===== src/hdl/sea_pkg.sv =====
// Shared types, codes and step tables for the stepper / encoder axis counter.
package sea_pkg;

    localparam int GROUPS_DEFAULT        = 4;
    localparam int POSITION_BITS_DEFAULT = 32;
    localparam int MODE_REGS             = 4;
    localparam int CFG_INDEX_W           = 3;
    localparam int CFG_DATA_W            = 4;

    // Item operation codes.
    localparam logic [1:0] OP_TICK = 2'd0;
    localparam logic [1:0] OP_EDGE = 2'd1;
    localparam logic [1:0] OP_LOAD = 2'd2;

    // Group mode codes.
    localparam logic [1:0] MODE_OFF    = 2'd0;
    localparam logic [1:0] MODE_INPUT  = 2'd1;
    localparam logic [1:0] MODE_OUTPUT = 2'd2;

    // Configuration register indexes.
    localparam logic [CFG_INDEX_W-1:0] REG_MODE_GROUP0      = 3'd0;
    localparam logic [CFG_INDEX_W-1:0] REG_LOOP_LINKED_MASK = 3'd4;

    typedef struct packed {
        logic [1:0]         op;
        logic [1:0]         group;
        logic               home_level;
        logic signed [31:0] target;
        logic               enc_a;
        logic               enc_b;
        logic signed [31:0] load_value;
    } in_item_t;

    typedef struct packed {
        logic               coil_a;
        logic               coil_b;
        logic signed [31:0] position;
        logic               homed;
        logic               home_event;
    } out_item_t;

    // Control view of one item as seen by the per-group update logic.
    typedef struct packed {
        logic [1:0] op;
        logic [1:0] mode;
        logic       linked;
        logic       home_level;
        logic       enc_a;
        logic       enc_b;
    } axis_ctl_t;

    // Coil levels per phase, bit 0 is coil_a and bit 1 is coil_b.
    function automatic logic [1:0] fwd_coils(input logic [1:0] ph);
        logic [1:0] c;
        case (ph)
            2'd0:    c = 2'b11;
            2'd1:    c = 2'b10;
            2'd2:    c = 2'b00;
            default: c = 2'b01;
        endcase
        return c;
    endfunction

    function automatic logic [1:0] back_coils(input logic [1:0] ph);
        logic [1:0] c;
        case (ph)
            2'd0:    c = 2'b01;
            2'd1:    c = 2'b00;
            2'd2:    c = 2'b10;
            default: c = 2'b11;
        endcase
        return c;
    endfunction

endpackage


===== src/hdl/sea_axis_step.sv =====
// Next-state logic of one axis group for a single request.
module sea_axis_step
    import sea_pkg::*;
#(
    parameter int POS_W = POSITION_BITS_DEFAULT
) (
    input  axis_ctl_t                ctl,
    input  logic signed [31:0]       target,
    input  logic signed [31:0]       load_value,
    input  logic signed [POS_W-1:0]  pos,
    input  logic signed [POS_W-1:0]  setp,
    input  logic [1:0]               phase,
    input  logic                     homed,
    input  logic [1:0]               coils,
    output logic signed [POS_W-1:0]  pos_next,
    output logic signed [POS_W-1:0]  setp_next,
    output logic [1:0]               phase_next,
    output logic                     homed_next,
    output logic [1:0]               coils_next,
    output logic                     home_event
);

    logic signed [POS_W-1:0] tick_setp;
    logic signed [POS_W-1:0] tick_pos;
    logic                    tick_homed;
    logic signed [POS_W-1:0] target_ext;
    logic signed [POS_W-1:0] load_ext;

    assign target_ext = POS_W'(target);
    assign load_ext   = POS_W'(load_value);

    // The target is latched and the home switch looked at only at phase zero.
    always_comb begin
        tick_setp  = setp;
        tick_pos   = pos;
        tick_homed = homed;
        if (phase == 2'd0) begin
            tick_setp = target_ext;
            if (!ctl.home_level) begin
                if (!homed) begin
                    tick_homed = 1'b1;
                    tick_pos   = '0;
                    tick_setp  = '0;
                end
            end else begin
                tick_homed = 1'b0;
            end
        end
    end

    always_comb begin
        pos_next   = pos;
        setp_next  = setp;
        phase_next = phase;
        homed_next = homed;
        coils_next = coils;
        home_event = 1'b0;
        case (ctl.op)
            OP_TICK: begin
                if (ctl.mode == MODE_OUTPUT) begin
                    setp_next  = tick_setp;
                    pos_next   = tick_pos;
                    homed_next = tick_homed;
                    if (tick_setp != tick_pos) begin
                        coils_next = (tick_setp > tick_pos) ? fwd_coils(phase)
                                                            : back_coils(phase);
                        phase_next = phase + 2'd1;
                        // The position moves only when a full cycle completes.
                        if (phase == 2'd3) begin
                            pos_next = (tick_setp > tick_pos) ? tick_pos + POS_W'(1)
                                                              : tick_pos - POS_W'(1);
                        end
                    end
                end else if (ctl.mode == MODE_INPUT) begin
                    if (ctl.home_level) begin
                        homed_next = 1'b0;
                    end else if (!homed) begin
                        homed_next = 1'b1;
                        if (ctl.linked) begin
                            home_event = 1'b1;
                        end else begin
                            pos_next  = '0;
                            setp_next = '0;
                        end
                    end
                end
            end
            OP_EDGE: begin
                if (ctl.mode == MODE_INPUT) begin
                    pos_next = (ctl.enc_a == ctl.enc_b) ? pos + POS_W'(1)
                                                        : pos - POS_W'(1);
                end
            end
            OP_LOAD: begin
                pos_next = load_ext;
            end
            default: begin
            end
        endcase
    end

endmodule


===== src/hdl/stepper_encoder_axis_counter_top.sv =====
// Top level of the stepper / encoder axis counter with its group state and handshakes.
//
// Takes one request per clock cycle unless stalled and returns one result per request.
// A request is held in an input register; in the cycle it advances, the addressed group's
// state is read, updated by one pass of short logic and written back, and the result is
// loaded into the output register. Because the group state is written in the same cycle
// it is read, a following request to the same group sees the updated state with no
// stall. The result side stalls the input side only when both registers are full.
// Configuration writes are accepted in every cycle and must be issued only while no
// request is in flight. No clearing pass is needed after reset.
module stepper_encoder_axis_counter_top
    import sea_pkg::*;
#(
    parameter int GROUPS        = GROUPS_DEFAULT,
    parameter int POSITION_BITS = POSITION_BITS_DEFAULT
) (
    input  logic                   aclk,
    input  logic                   aresetn,
    input  logic                   s_valid,
    output logic                   s_ready,
    input  in_item_t               s_data,
    output logic                   m_valid,
    input  logic                   m_ready,
    output out_item_t              m_data,
    input  logic                   cfg_valid,
    output logic                   cfg_ready,
    input  logic [CFG_INDEX_W-1:0] cfg_index,
    input  logic [CFG_DATA_W-1:0]  cfg_data
);

    localparam int GRP_W = (GROUPS > 1) ? $clog2(GROUPS) : 1;

    logic signed [POSITION_BITS-1:0] pos_reg   [GROUPS];
    logic signed [POSITION_BITS-1:0] setp_reg  [GROUPS];
    logic [1:0]                      phase_reg [GROUPS];
    logic                            homed_reg [GROUPS];
    logic [1:0]                      coils_reg [GROUPS];
    logic [1:0]                      mode_reg  [MODE_REGS];
    logic [MODE_REGS-1:0]            linked_reg;

    in_item_t  req_reg;
    logic      req_valid_reg;
    out_item_t out_reg;
    logic      out_valid_reg;

    logic            advance;
    logic            hit;
    logic [GRP_W-1:0] sel;
    axis_ctl_t       ctl;

    logic signed [POSITION_BITS-1:0] pos_next;
    logic signed [POSITION_BITS-1:0] setp_next;
    logic [1:0]                      phase_next;
    logic                            homed_next;
    logic [1:0]                      coils_next;
    logic                            event_next;

    assign advance   = req_valid_reg && (!out_valid_reg || m_ready);
    assign s_ready   = !req_valid_reg || advance;
    assign m_valid   = out_valid_reg;
    assign m_data    = out_reg;
    assign cfg_ready = 1'b1;

    assign hit = (32'(req_reg.group) < GROUPS);
    assign sel = GRP_W'(req_reg.group);

    assign ctl.op         = req_reg.op;
    assign ctl.mode       = mode_reg[req_reg.group];
    assign ctl.linked     = linked_reg[req_reg.group];
    assign ctl.home_level = req_reg.home_level;
    assign ctl.enc_a      = req_reg.enc_a;
    assign ctl.enc_b      = req_reg.enc_b;

    sea_axis_step #(
        .POS_W (POSITION_BITS)
    ) u_step (
        .ctl        (ctl),
        .target     (req_reg.target),
        .load_value (req_reg.load_value),
        .pos        (pos_reg[sel]),
        .setp       (setp_reg[sel]),
        .phase      (phase_reg[sel]),
        .homed      (homed_reg[sel]),
        .coils      (coils_reg[sel]),
        .pos_next   (pos_next),
        .setp_next  (setp_next),
        .phase_next (phase_next),
        .homed_next (homed_next),
        .coils_next (coils_next),
        .home_event (event_next)
    );

    always_ff @(posedge aclk) begin
        if (s_valid && s_ready) begin
            req_reg <= s_data;
        end
        if (advance) begin
            if (hit) begin
                out_reg.coil_a     <= coils_next[0];
                out_reg.coil_b     <= coils_next[1];
                out_reg.position   <= 32'(pos_next);
                out_reg.homed      <= homed_next;
                out_reg.home_event <= event_next;
            end else begin
                out_reg <= '0;
            end
        end
    end

    always_ff @(posedge aclk) begin
        if (!aresetn) begin
            req_valid_reg <= 1'b0;
            out_valid_reg <= 1'b0;
        end else begin
            if (s_ready) begin
                req_valid_reg <= s_valid;
            end
            if (advance) begin
                out_valid_reg <= 1'b1;
            end else if (m_ready) begin
                out_valid_reg <= 1'b0;
            end
        end
    end

    always_ff @(posedge aclk) begin
        if (!aresetn) begin
            for (int g = 0; g < GROUPS; g++) begin
                pos_reg[g]   <= '0;
                setp_reg[g]  <= '0;
                phase_reg[g] <= '0;
                homed_reg[g] <= 1'b0;
                coils_reg[g] <= '0;
            end
            for (int m = 0; m < MODE_REGS; m++) begin
                mode_reg[m] <= MODE_OFF;
            end
            linked_reg <= '0;
        end else begin
            for (int g = 0; g < GROUPS; g++) begin
                // A change of mode drops the homed state and the step sequence.
                if (cfg_valid && g < MODE_REGS && cfg_index == CFG_INDEX_W'(g)
                        && cfg_data[1:0] != mode_reg[g % MODE_REGS]) begin
                    homed_reg[g] <= 1'b0;
                    phase_reg[g] <= '0;
                    coils_reg[g] <= '0;
                end else if (advance && hit && sel == GRP_W'(g)) begin
                    pos_reg[g]   <= pos_next;
                    setp_reg[g]  <= setp_next;
                    phase_reg[g] <= phase_next;
                    homed_reg[g] <= homed_next;
                    coils_reg[g] <= coils_next;
                end
            end
            if (cfg_valid) begin
                for (int m = 0; m < MODE_REGS; m++) begin
                    if (cfg_index == REG_MODE_GROUP0 + CFG_INDEX_W'(m)) begin
                        mode_reg[m] <= cfg_data[1:0];
                    end
                end
                if (cfg_index == REG_LOOP_LINKED_MASK) begin
                    linked_reg <= cfg_data[MODE_REGS-1:0];
                end
            end
        end
    end

endmodule

===== config.mk =====
export PLATFORM = sky130hd
export DESIGN_NAME = stepper_encoder_axis_counter_top
export DESIGN_NICKNAME = d
export VERILOG_FILES = /design/src/hdl/sea_pkg.sv /design/src/hdl/sea_axis_step.sv /design/src/hdl/stepper_encoder_axis_counter_top.sv
export SDC_FILE = /design/constraint.sdc
export NUM_CORES = 1
export LEC_CHECK = 0
export ABC_AREA = 0
export BUFFER_PORTS_ARGS = -buffer_cell sky130_fd_sc_hd__buf_2
export CORE_MARGIN = 1.5
export CORE_UTILIZATION = 43
export CTS_BUF_LIST = sky130_fd_sc_hd__clkbuf_4 sky130_fd_sc_hd__clkbuf_8
export CTS_CLUSTER_DIAMETER = 150
export DETAILED_ROUTE_END_ITERATION = 8
export MAX_ROUTING_LAYER = met4
export PLACE_DENSITY = 0.7
export SLEW_MARGIN = 10
export SYNTH_ARGS = -nofsm -noshare
export SYNTH_HDL_FRONTEND = slang
export SYNTH_HIERARCHICAL = 1
export SYNTH_SLANG_ARGS = --single-unit

===== constraint.sdc =====
create_clock -name aclk -period 8.78 [get_ports aclk]
set_clock_uncertainty 0.15 [all_clocks]
set_input_delay 0.439 -clock aclk [delete_from_list [all_inputs] [get_ports aclk]]
set_output_delay 0.439 -clock aclk [all_outputs]
set_load 0.005 [all_outputs]

* Yosys cells after proc, flatten, opt, wreduce, memory -nomap -nowiden
Memory sizes are Yosys's and may differ from the RTL's. A register that Yosys moved wholly into a read port is not among the register bits.
Index checks and enable logic that the tools add are counted.
** Cells by class
- $lt $le $gt $ge :: 2
- $add $sub $neg :: 5
- Eq/ne operators :: 20
- Mux-type cells :: 129
- Reductions and logical operators :: 25
- Bitwise logic cells :: 38
** Operator list (number)
- $mux W32 :: 30
- $pmux W32 S3 :: 1
- $mux W2 :: 33
- $add A32 B2 Y32 const B :: 2
- $sub A32 B2 Y32 const B :: 2
- $mux W1 :: 62
- $or A1 B1 Y1 :: 36
- $gt A32 B32 Y1 :: 1
- $ne A32 B32 Y1 :: 1
- $logic_and A1 B1 Y1 :: 14
- $eq A2 B2 Y1 const B :: 6
- $pmux W2 S3 :: 2
- $eq A2 B1 Y1 const B :: 4
- $ne A2 B2 Y1 :: 4
- $eq A3 B2 Y1 const B :: 2
- $logic_not A2 Y1 :: 3
- $reduce_or A5 Y1 :: 1
- $eq A3 B1 Y1 const B :: 1
- $eq A3 B3 Y1 const B :: 1
- $logic_not A3 Y1 :: 1
- $lt A2 B3 Y1 const B :: 1
- $add A2 B1 Y2 const B :: 1
- $bmux W1 S2 :: 1
- $logic_not A1 Y1 :: 2
- other kinds (5) :: 7
** Storage, ports and cells
- Logic and storage cells :: 240
- Memories kept :: 6
- Memory bits (writable) :: 284
- Bits of input ports :: 83
- Flip-flop bits (word level) :: 113
** Memory list
- pos_reg :: words 4, width 32, read ports 1, clocked after memory_dff 1, write ports 4, line stepper_encoder_axis_counter_top.sv:33 : logic signed [POSITION_BITS-1:0] pos_reg [GROUPS];
- setp_reg :: words 4, width 32, read ports 1, clocked after memory_dff 1, write ports 4, line stepper_encoder_axis_counter_top.sv:34 : logic signed [POSITION_BITS-1:0] setp_reg [GROUPS];
- coils_reg :: words 4, width 2, read ports 1, clocked after memory_dff 1, write ports 4, line stepper_encoder_axis_counter_top.sv:37 : logic [1:0] coils_reg [GROUPS];
- mode_reg :: words 4, width 2, read ports 5, clocked after memory_dff 1, write ports 4, line stepper_encoder_axis_counter_top.sv:38 : logic [1:0] mode_reg [MODE_REGS];
- phase_reg :: words 4, width 2, read ports 1, clocked after memory_dff 1, write ports 4, line stepper_encoder_axis_counter_top.sv:35 : logic [1:0] phase_reg [GROUPS];
- homed_reg :: words 4, width 1, read ports 1, clocked after memory_dff 1, write ports 4, line stepper_encoder_axis_counter_top.sv:36 : logic homed_reg [GROUPS];

* Logic depth before layout (Yosys ltp)
- Depth after elaboration :: 10
- Gate-level depth with buffers :: 34

* Cells and area by module
Netlist, hierarchy kept.
** By module, submodules not included
- stepper_encoder_axis_counter_top :: times used 1, cells each 979, area an instance 15961.6 um2
- sea_axis_step :: times used 1, cells each 1150, area an instance 7223.2 um2

* Worst setup path before layout
OpenSTA, ideal clock, no wires.
- Path type :: flip-flop to flip-flop
- From :: register (tool-made name)
- To :: memory pos_reg[3][26] in the netlist's numbering, data pin
- Buffers on the path :: 5
- Clock period less this slack :: 7.842 ns
- Library setup time :: 0.270 ns
- Arrival :: 7.423 ns
- Data required time :: 8.360 ns
- Cell stages (with the launch flop) :: 34
- Setup slack :: 0.938 ns
- Path through :: dfxtp_1 > clkbuf_1 > buf_2 > mux4_2 > inv_1 > ha_1 > buf_2 > nor3b_2 > clkbuf_1 > nor2b_1 > inv_1 > ha_1 > nand4_1 > or4_4 > nor4_2 > nor2b_1 > o31ai_2 > and2_1 > buf_2 > ha_1 > a21oi_1 > o21ai_0 > or2_2 > a221o_1 > a21o_1 > a21oi_1 > o211ai_1 > a31oi_1 > o21bai_1 > xor2_1 > a211o_1 > o221a_2 > nand2_1 > nor3_1
** RTL lines (line)
- end: declaration :: stepper_encoder_axis_counter_top.sv:33

==> qor.csv <==
metric;value;unit
Register Area;11900;sq um
die area;55300;sq um
commonest non-fill, non-tap cells in the layout;edfxtp_1 (388), nor3_1 (284), nand2_1 (219), o21ai_0 (132), a21oi_1 (131);
grt met2 use;45.3;%
met1 usage;37.0;%
crit path time final;8340;ps
Crit. End Element;register;
Cell Rows;84;
antenna violations before repair;5;
via count;19300;
Most Crowded Layer GR;met2;
Root Driver;clkbuf_8;
Peak VDD IR;0.103;mV
ANT nets after route;0;
Post-synth ARST share;0;%
max-cap violation count;0;
r2r endpoint;pos_reg[3][31];
clock buffers created by TritonCTS;70;
initial core utilization;43.8;%
post-synthesis sequential area ratio;51.2;%
Net Sw Power;2.10;mW
Worst Tran Pin Value;1150;ps
Die Span X;235;um
Max FO, Critical Path;36;
clock slew at reported path FFs;60;ps
reg-to-reg slack, setup;440;ps
fin nets;2472;
hold path cells;4;
# setup viols final;0;
setup bufs post-CTS;0;
cells on worst reg2reg path;29;
WS Path Type;register to register;
Longest Clk Path Bufs;3;
H-tree levels;3;
switching share of power;35.2;%
slowest cell delay on critical path;540;ps
final WL;78.7;mm
global-route wire length before repair;118;mm
syn_area_per_cell;10.9;sq um
WL/cell;26.0;um
final design utilization;50.2;%
routability cong.;1.02;
mapped cell area;23200;sq um
pin count of the biggest net entering global routing;72;
Top FF cell, synth;edfxtp_1;
post-synthesis sequential element count;399;
GRT Total Usage;29.2;%
Leak;9.99;nW
I/O Pins;122;
met3 Use GR;6.27;%
Buffers on Ports;120;
number of vias per cell;6.36;
Post-synth EDFFs;388;
Final Cell Area;26600;sq um
vias in the first global route;19000;
Max Fclk;120;MHz
share of layout cells above drive strength 1;16.6;%
syn nets;2310;
fill count;4761;
Placed Area;24500;sq um
critical path arrival;8660;ps
first-iteration detailed-routing DRC count;2243;
area grow syn2layout;14.8;%
fraction of power consumed by sequential logic;37.5;%
Num Clock Sinks;399;
Max Slew Vio Count;0;
clock power share;28.4;%
Multi-input gate area;10400;sq um
class of the worst hold path;input port to register;
Mapped Cells;2129;
startpoint types;register;
Die Ht;235;um
PwrDens;224;nW/um^2
synth top area cells;edfxtp_1 (50%), mux4_2 (7.0%), nor3_1 (6.2%), ha_1 (5.2%), nand2_1 (3.5%);
leading area contributor after synthesis;edfxtp_1;
post-synth top area share;50.3;%
CP max-delay cell;mux4_2;
CTS tree;yes;
Worst EP required;9100;ps
Post-CTS Resized;0;
period utilization;95.0;%
1st-pass router iterations;6;
hold endpoint;linked_reg[0];
DRC viols;0;
total gr overflow;0;
combinational fraction of design power;34.0;%
status;finished, final reports clean;
Slew HR;23.4;%
post-synthesis cell type count;83;
Clk Latency, worst-skew pair;670;ps
CTS Hold Bufs;78;
Synth warnings;6;
core area;53000;sq um
Hold Startpoint;cfg_index[1];
commonest non-fill, non-tap cell in the layout;edfxtp_1;
Detail Placement HPWL;51.4;mm
P_int;3.87;mW
Final Hold Vio Count;0;
worst max path at each step:
stage / endpoint / depth (start not counted)
finish: pos_reg[3][31] / 29
global route: pos_reg[0][31] / 30
CTS: pos_reg[3][31] / 29
detailed placement: pos_reg[3][31] / 29
global placement: pos_reg[0][31] / 29
floorplan: pos_reg[3][26] / 33
worst max-delay path: cells and delay by family, from the launching register on:
| kind | cells | cell delay [ps] |
|---|---|---|
| muxes | 1 | 540 |
| DFF | 1 | 390 |
| xor gates and xnor gates | 1 | 200 |
| and+or+nand+nor | 7 | 1570 |
| buffers and inverters | 3 | 730 |
| adders and majority gates | 3 | 990 |
| AOI/OAI and AO/OA | 14 | 3520 |
cell usage after synthesis (all sizes together), types with 3 or more instances:
library cell  number
a21oi            137
o21bai            18
xor2              23
or4                3
or2                4
xnor2             38
o32ai              4
and4               4
edfxtp           388
clkbuf           117
nand3b             5
a211o              5
mux4              72
nor2b             25
o22a               4
o31ai             15
nand4             20
nor3             285
mux2               4
a22oi              4
o211ai            13
and3              13
dfxtp             11
nor2              95
nor3b              4
nand2b             9
a221o              3
nand2            219
mux2i             16
o21a              16
o21ai            142
a31oi             17
ha                96
a211oi            19
buf               34
and2               5
inv               91
a22o              31
a21o              45
nand3             21
nor4               6
o22ai              3
or3                7
metal layers:
metal / wire, um / vias up
met3: 7720 / 193
met1: 30900 / 9561
met2: 37000 / 1100
met5: 0 / -
met4: 3150 / 0
li1: - / 8404
logic make-up (layout without fill, tap and decap cells):
| family | count (synthesis) | after routing | share of synthesized area [%] |
|---|---|---|---|
| AND/OR/NAND/NOR | 733 | 733 | 15.0 |
| multiplexers | 92 | 92 | 7.88 |
| AO/OA/AOI/OAI | 501 | 501 | 13.8 |
| buffers and inverters | 243 | 452 | 4.36 |
| other | 1 | 4 | 0.0162 |
| XOR/XNOR | 61 | 61 | 2.30 |
| adder cells (fa/ha/maj) | 99 | 99 | 5.40 |
| flip-flops | 399 | 399 | 51.2 |
area by class of cell:
class	count	area share (%)
diodes	3	0.0282
inverters	92	1.30
flip-flops and latches	399	44.6
clock buffers	89	4.18
multi-input cells	1487	39.2
clock inverters	30	0.921
repair buffers	241	6.46
well taps	688	3.23
through the flow:
step | setup slack [ps] | hold WS, ps | std cells | total power, mW | TNS (ps)
CTS | 560 | 87.3 | 3026 | 5.95 | 0
global route | -24.8 | 121 | 3029 | 6.24 | -46.8
detailed placement | 610 | 332 | 2829 | 4.23 | 0
finish | 439 | 117 | 3029 | 5.97 | 0
floorplan | 938 | 303 | 2129 | 3.65 | 0
global placement | 654 | 321 | 2829 | 4.23 | 0
power groups by stage:
stage	Combinational, mW	Clock, mW	Sequential, mW
floorplan	1.38	0	2.27
global placement	1.96	0	2.28
detailed placement	1.95	0	2.28
CTS	1.98	1.73	2.24
global route	2.19	1.80	2.25
finish	2.03	1.70	2.24
Note: power is estimated with default switching activity, not from simulation.
